==> config.mk <==
export PLATFORM = sky130hd
export DESIGN_NAME = wst_ctrl
export DESIGN_NICKNAME = d
export VERILOG_FILES = /design/src/hw/rtl/wst_pkg.sv /design/src/hw/rtl/wst_ctrl.sv
export SDC_FILE = /design/constraint.sdc
export NUM_CORES = 1
export LEC_CHECK = 0
export ABC_CLOCK_PERIOD_IN_PS = 2200
export BUFFER_PORTS_ARGS = -buffer_cell sky130_fd_sc_hd__buf_4
export CAP_MARGIN = 10
export CORE_MARGIN = 2
export CORE_UTILIZATION = 45
export DETAILED_ROUTE_END_ITERATION = 8
export PLACE_DENSITY = 0.86
export SKIP_LAST_GASP = 1
export SYNTH_ARGS = -nofsm -noshare
export SYNTH_HDL_FRONTEND = slang
export SYNTH_SLANG_ARGS = --single-unit
==> constraint.sdc <==
create_clock -name clk -period 2.2 [get_ports clk]
set_clock_uncertainty 0.1 [all_clocks]
set_input_delay 0.22 -clock clk [delete_from_list [all_inputs] [get_ports clk]]
set_output_delay 0.22 -clock clk [all_outputs]
set_load 0.01 [all_outputs]
==> src/hw/rtl/wst_pkg.sv <==
`timescale 1ns / 1ps
package wst_pkg;

  localparam logic [1:0] OP_ADD    = 2'd0;
  localparam logic [1:0] OP_SELECT = 2'd1;
  localparam logic [1:0] OP_QUERY  = 2'd2;
  localparam logic [1:0] OP_FILL   = 2'd3;

  // controller -> datapath, one-hot-ish action strobes per cycle
  typedef struct packed {
    logic load;       // capture transaction fields
    logic rd_node;    // read partial sum at node
    logic rd_probe;   // read partial sum at probe
    logic own_init;   // acc <= sum(node), probe <= 2*node
    logic own_sub;    // acc -= sum(probe), probe <= 2*probe+1
    logic add_chk;    // range check new weight, commit total
    logic up_wr;      // write back sum(node) + amount
    logic climb;      // node <= node/2
    logic sel_step;   // one level of the descent
    logic pick_load;  // node <= picked entry
    logic set_err;
    logic sw_start;
    logic sw_clear;   // sweep writes zero (no fill value)
    logic sw_cnt;
    logic sw_wr;
    logic sw_total;
    logic out_load;
  } cmd_t;

  typedef struct packed {
    logic [1:0] op;
    logic       entry_bad;
    logic       tgt_bad;
    logic       fill_bad;
    logic       err;
    logic       probe_le_n;
    logic       node_le_n;
    logic       node_even;
    logic       node_one;
    logic       pick_zero;
    logic       sw_last;
  } stat_t;

endpackage

==> src/hw/rtl/wst_ctrl.sv <==
`timescale 1ns / 1ps
module wst_ctrl (
  input  logic           clk,
  input  logic           rst_n,
  input  logic           in_valid,
  output logic           in_stall,
  output logic           out_valid,
  input  logic           out_stall,
  input  logic           cfg_wr_en,
  input  wst_pkg::stat_t st,
  output wst_pkg::cmd_t  cmd
);
  import wst_pkg::*;

  localparam logic [3:0] S_IDLE   = 4'd0;
  localparam logic [3:0] S_DISP   = 4'd1;
  localparam logic [3:0] S_OW_RD  = 4'd2;
  localparam logic [3:0] S_OW_A   = 4'd3;
  localparam logic [3:0] S_OW_CHK = 4'd4;
  localparam logic [3:0] S_OW_SUB = 4'd5;
  localparam logic [3:0] S_ADD    = 4'd6;
  localparam logic [3:0] S_UP_RD  = 4'd7;
  localparam logic [3:0] S_UP_WR  = 4'd8;
  localparam logic [3:0] S_UP_ST  = 4'd9;
  localparam logic [3:0] S_SEL    = 4'd10;
  localparam logic [3:0] S_SELCHK = 4'd11;
  localparam logic [3:0] S_SW_A   = 4'd12;
  localparam logic [3:0] S_SW_B   = 4'd13;
  localparam logic [3:0] S_SW_END = 4'd14;
  localparam logic [3:0] S_FIN    = 4'd15;

  logic [3:0] state_r, state_nxt;
  logic       pend_r, pend_nxt;
  logic       clr_r, clr_nxt;
  logic       ov_r, ov_nxt;

  assign in_stall  = !(state_r == S_IDLE && !pend_r && !cfg_wr_en);
  assign out_valid = ov_r;

  always_comb begin
    state_nxt = state_r;
    pend_nxt  = pend_r | cfg_wr_en;
    clr_nxt   = clr_r;
    ov_nxt    = ov_r && out_stall;
    cmd       = '0;
    unique case (state_r)
      S_IDLE: begin
        if (pend_r) begin
          cmd.sw_start = 1'b1;
          cmd.sw_clear = 1'b1;
          pend_nxt     = cfg_wr_en;
          clr_nxt      = 1'b1;
          state_nxt    = S_SW_A;
        end else if (in_valid && !cfg_wr_en) begin
          cmd.load  = 1'b1;
          state_nxt = S_DISP;
        end
      end
      S_DISP: begin
        case (st.op)
          OP_SELECT: begin
            if (st.tgt_bad) begin
              cmd.set_err = 1'b1;
              state_nxt   = S_FIN;
            end else begin
              cmd.rd_node = 1'b1;
              state_nxt   = S_SEL;
            end
          end
          OP_FILL: begin
            if (st.fill_bad) begin
              cmd.set_err = 1'b1;
              state_nxt   = S_FIN;
            end else begin
              cmd.sw_start = 1'b1;
              clr_nxt      = 1'b0;
              state_nxt    = S_SW_A;
            end
          end
          default: begin
            if (st.entry_bad) begin
              cmd.set_err = 1'b1;
              state_nxt   = S_FIN;
            end else begin
              state_nxt = S_OW_RD;
            end
          end
        endcase
      end
      S_OW_RD: begin
        cmd.rd_node = 1'b1;
        state_nxt   = S_OW_A;
      end
      S_OW_A: begin
        cmd.own_init = 1'b1;
        state_nxt    = S_OW_CHK;
      end
      S_OW_CHK: begin
        if (st.probe_le_n) begin
          cmd.rd_probe = 1'b1;
          state_nxt    = S_OW_SUB;
        end else if (st.op == OP_ADD) begin
          state_nxt = S_ADD;
        end else begin
          state_nxt = S_FIN;
        end
      end
      S_OW_SUB: begin
        cmd.own_sub = 1'b1;
        state_nxt   = S_OW_CHK;
      end
      S_ADD: begin
        cmd.add_chk = 1'b1;
        state_nxt   = S_UP_RD;
      end
      S_UP_RD: begin
        if (st.err) begin
          state_nxt = S_FIN;
        end else begin
          cmd.rd_node = 1'b1;
          state_nxt   = S_UP_WR;
        end
      end
      S_UP_WR: begin
        cmd.up_wr = 1'b1;
        state_nxt = S_UP_ST;
      end
      S_UP_ST: begin
        if (st.node_one) begin
          state_nxt = S_FIN;
        end else begin
          cmd.climb = 1'b1;
          // parent takes the delta only when we come up from a left child
          if (st.node_even) begin
            cmd.rd_node = 1'b0;
            state_nxt   = S_UP_RD;
          end
        end
      end
      S_SEL: begin
        cmd.sel_step = 1'b1;
        state_nxt    = S_SELCHK;
      end
      S_SELCHK: begin
        if (st.node_le_n) begin
          cmd.rd_node = 1'b1;
          state_nxt   = S_SEL;
        end else if (st.pick_zero) begin
          cmd.set_err = 1'b1;
          state_nxt   = S_FIN;
        end else begin
          cmd.pick_load = 1'b1;
          state_nxt     = S_OW_RD;
        end
      end
      S_SW_A: begin
        cmd.sw_cnt = 1'b1;
        state_nxt  = S_SW_B;
      end
      S_SW_B: begin
        cmd.sw_wr = 1'b1;
        state_nxt = st.sw_last ? S_SW_END : S_SW_A;
      end
      S_SW_END: begin
        cmd.sw_total = 1'b1;
        state_nxt    = clr_r ? S_IDLE : S_FIN;
      end
      S_FIN: begin
        if (!ov_r || !out_stall) begin
          cmd.out_load = 1'b1;
          ov_nxt       = 1'b1;
          state_nxt    = S_IDLE;
        end
      end
      default: state_nxt = S_IDLE;
    endcase
  end

  always_ff @(posedge clk) begin
    if (!rst_n) begin
      state_r <= S_IDLE;
      pend_r  <= 1'b1;
      clr_r   <= 1'b1;
      ov_r    <= 1'b0;
    end else begin
      state_r <= state_nxt;
      pend_r  <= pend_nxt;
      clr_r   <= clr_nxt;
      ov_r    <= ov_nxt;
    end
  end

endmodule

==> metrics.yaml <==
power_mw: 1.16
grt_overflow: 0
dieArea_mm2: 0.00201
fin_area_mm2: 0.00104
timing.rr.start: "state_r[0]"
synthCells: 110
wirelength_um: 2130
r2r_slack_ns: 0.41
h-tree-depth: 1
ant_nets: 0
place_area_mm2: 0.00101
outcome: "finished, final reports clean"
fin_crit_ns: 2.05
register_area_um2: 140
cp.required_ns: 1.88
tns_ns: 0
num_rows: 14
drt_pass1_iterations: 4
cts_sinks: 7
cp_num_buf_inv: 1
layout.nets: 163
fillers: 146
syn_area_um2: 749
ys_ff_latch: 7
path_max_fanout: 10
syn_nets: 127
clock_tree.buffer_depth: 2
fmax_mhz: 488
vias: 958
synth_flop_cell: "dfxtp_1"
rsz0062_at_grt: "no"
path_cells: "nand2b_1, a2111oi_2, o21bai_1, buf_4"
cpMaxStageDelayCell: "dfxtp_1"
grt_pass1_vias: 823
max_stage_delay_ns: 0.50
tightestPinTransition_ns: 0.432
grt_max_degree: 19
min_path_cells: 2
dp_hpwl_um: 1700
drtIter0Drc: 26
holdCritStartpoint: "cfg_wr_en"
io_buffers: 35
worstSetupPathType: "reg -> out"
cts_hold_buf: 0
io_pins: 36
grt_pass1_wl_um: 3560
synth-seq-area-share_pct: 18.7
p_per_area_mw_per_mm2: 1110
die_x_um: 44.8
syn_area_per_cell_um2: 6.81
clk_latency_ns: 0.25
ff2ff_path_depth: 5
coreArea_mm2: 0.00154
die_h_um: 44.8
num_antenna_cells: 0
drive_gt1_share_pct: 33.8
root_buffer: "clkbuf_4"
ir_drop_uv: 561
r2r_end: "state_r[0]"
initial_core_util_pct: 48.6
timing_hold_violations_final: 0
cts_tree: "built"
ys_types: 38
synth-edff-count: 0
layout_worst_path_cycle_share_pct: 93.1
ys_async_sr_fraction_pct: 0
routed_via_density: 5.95
p_leak_nw: 0.455
grt.total_usage_pct: 23.3
maxSlewHeadroom_pct: 71.1
end_kind: "primary output"
post_cts_buffers: 0
hold_class: "in -> reg"
syn_to_final_growth_pct: 39.1
clk_pin_slew_ns: 0.05
setup_viol: 0
min_to: "pend_r"
slew_viol_final: 0
drc: 0
setup.worst_path.start_class: "flip-flop"
cts_buffers: 3
gp_congestion: 0.827
yosysWarnings: 0
antenna_found_initial: 0
crit_cells: 4
wl_per_cell_um: 13.2
crit_family: "compound AO/OA/AOI/OAI gates"
drv_cap: 0
multi_input_area_um2: 548
crit_arrival_ns: 1.73
-- layout by cell type, fill, tap and decap left out --
cell	synthesis	final
nor3_1	5	5
or3_1	1	1
dfxtp_1	7	7
inv_1	4	4
nor4_2	1	1
nand2_1	9	9
clkbuf_1	2	1
o211ai_1	2	2
nand3_1	6	6
nor4b_1	2	2
or2_4	0	1
nor2_1	14	14
and2_1	1	1
o21bai_1	2	2
o21ai_0	7	7
a211oi_1	1	1
a2111oi_2	1	1
buf_4	0	39
nand2b_1	6	6
o41ai_1	1	1
o21ai_1	1	1
o21a_1	1	1
a311oi_1	2	2
and3_1	1	1
o22ai_1	4	4
and3b_1	1	1
clkbuf_4	0	3
nand4_1	1	1
nor2b_1	1	1
nor4_1	1	1
a211o_1	1	1
a21oi_1	8	8
or3b_2	3	3
nand4b_1	1	1
mux2i_1	2	2
or3_4	1	1
a221oi_1	2	2
-- through the flow --
stage	setup WS (ns)	util, %	hold WS [ns]	std cells
3_5_place_dp	0.352	65.7	0.317	157
4_1_cts	0.0775	67.5	0.0546	161
6_report	0.152	67.6	0.0567	161
2_1_floorplan	0.527	-	0.192	110
5_1_grt	0.0498	67.6	0.0567	161
3_3_place_gp	0.392	65.7	0.314	157
-- cell type report --
| class | instances | area share (%) |
|---|---|---|
| multi-input cells | 91 | 52.6 |
| well taps | 16 | 1.92 |
| repair buffers | 39 | 28.1 |
| flip-flops and latches | 7 | 13.4 |
| clock buffers | 4 | 2.52 |
| inverters | 4 | 1.44 |
-- cell usage after synthesis, types with 2 or more instances --
master	instances	area share, %
o22ai_1	4	3.3
a311oi_1	2	2.3
buf_6	2	3.0
nor2_1	14	7.0
a21oi_1	8	5.3
buf_2	3	2.0
clkbuf_1	2	1.0
o21bai_1	2	2.0
mux2i_1	2	2.7
nor3_1	5	3.3
o211ai_1	2	2.0
dfxtp_1	7	19
nand2_1	9	4.5
nand2b_1	6	5.0
inv_1	4	2.0
nor4b_1	2	2.3
nand3_1	6	4.0
a221oi_1	2	2.3
or3b_2	3	3.5
o21ai_0	7	4.7
-- metal layers --
layer / routed length, um / track usage (%) / share of wire (%) / up-vias
li1: - / - / - / 476
met4: 0 / 3.53 / 0 / 0
met3: 163 / 4.80 / 7.7 / 0
met1: 892 / 30.3 / 42 / 439
met2: 1070 / 40.6 / 50 / 43
met5: 0 / 0 / 0 / -
-- what timing repair did --
action | 4_1_cts | 5_1_grt
gates resized for setup | 0 | 1
endpoints found under the hold margin | 0 | 0
setup endpoints to repair | 0 | 4
-- how the worst max path moves through the flow --
| stage | from | end |
|---|---|---|
| 2_1_floorplan | state_r[1] | cmd[5] |
| 3_3_place_gp | state_r[2] | cmd[5] |
| 3_5_place_dp | state_r[2] | cmd[5] |
| 4_1_cts | state_r[2] | cmd[5] |
| 5_1_grt | state_r[2] | cmd[5] |
| 6_report | state_r[0] | cmd[6] |
-- registers in the layout, summed over array words and instances, names as in the netlist --
signal / cells
pend_r: 1
state_r: 4
out_valid: 1
clr_r: 1
-- cells by family after synthesis --
family                 share of synthesized area [%]
multiplexers                                    2.67
flip-flops                                      18.7
AO/OA/AOI/OAI                                   29.0
AND/OR/NAND/NOR                                 41.1
buffers and inverters                           8.51
-- power by group --
group / leakage [nW] / internal, mW / total, mW / switching, mW
registers: 0.0577 / 0.168 / 0.250 / 0.0818
logic: 0.382 / 0.361 / 0.793 / 0.432
clock network: 0.0150 / 0.0690 / 0.114 / 0.0445
total: 0.455 / 0.598 / 1.16 / 0.558
No activity file was read; power rests on OpenSTA's default activity.
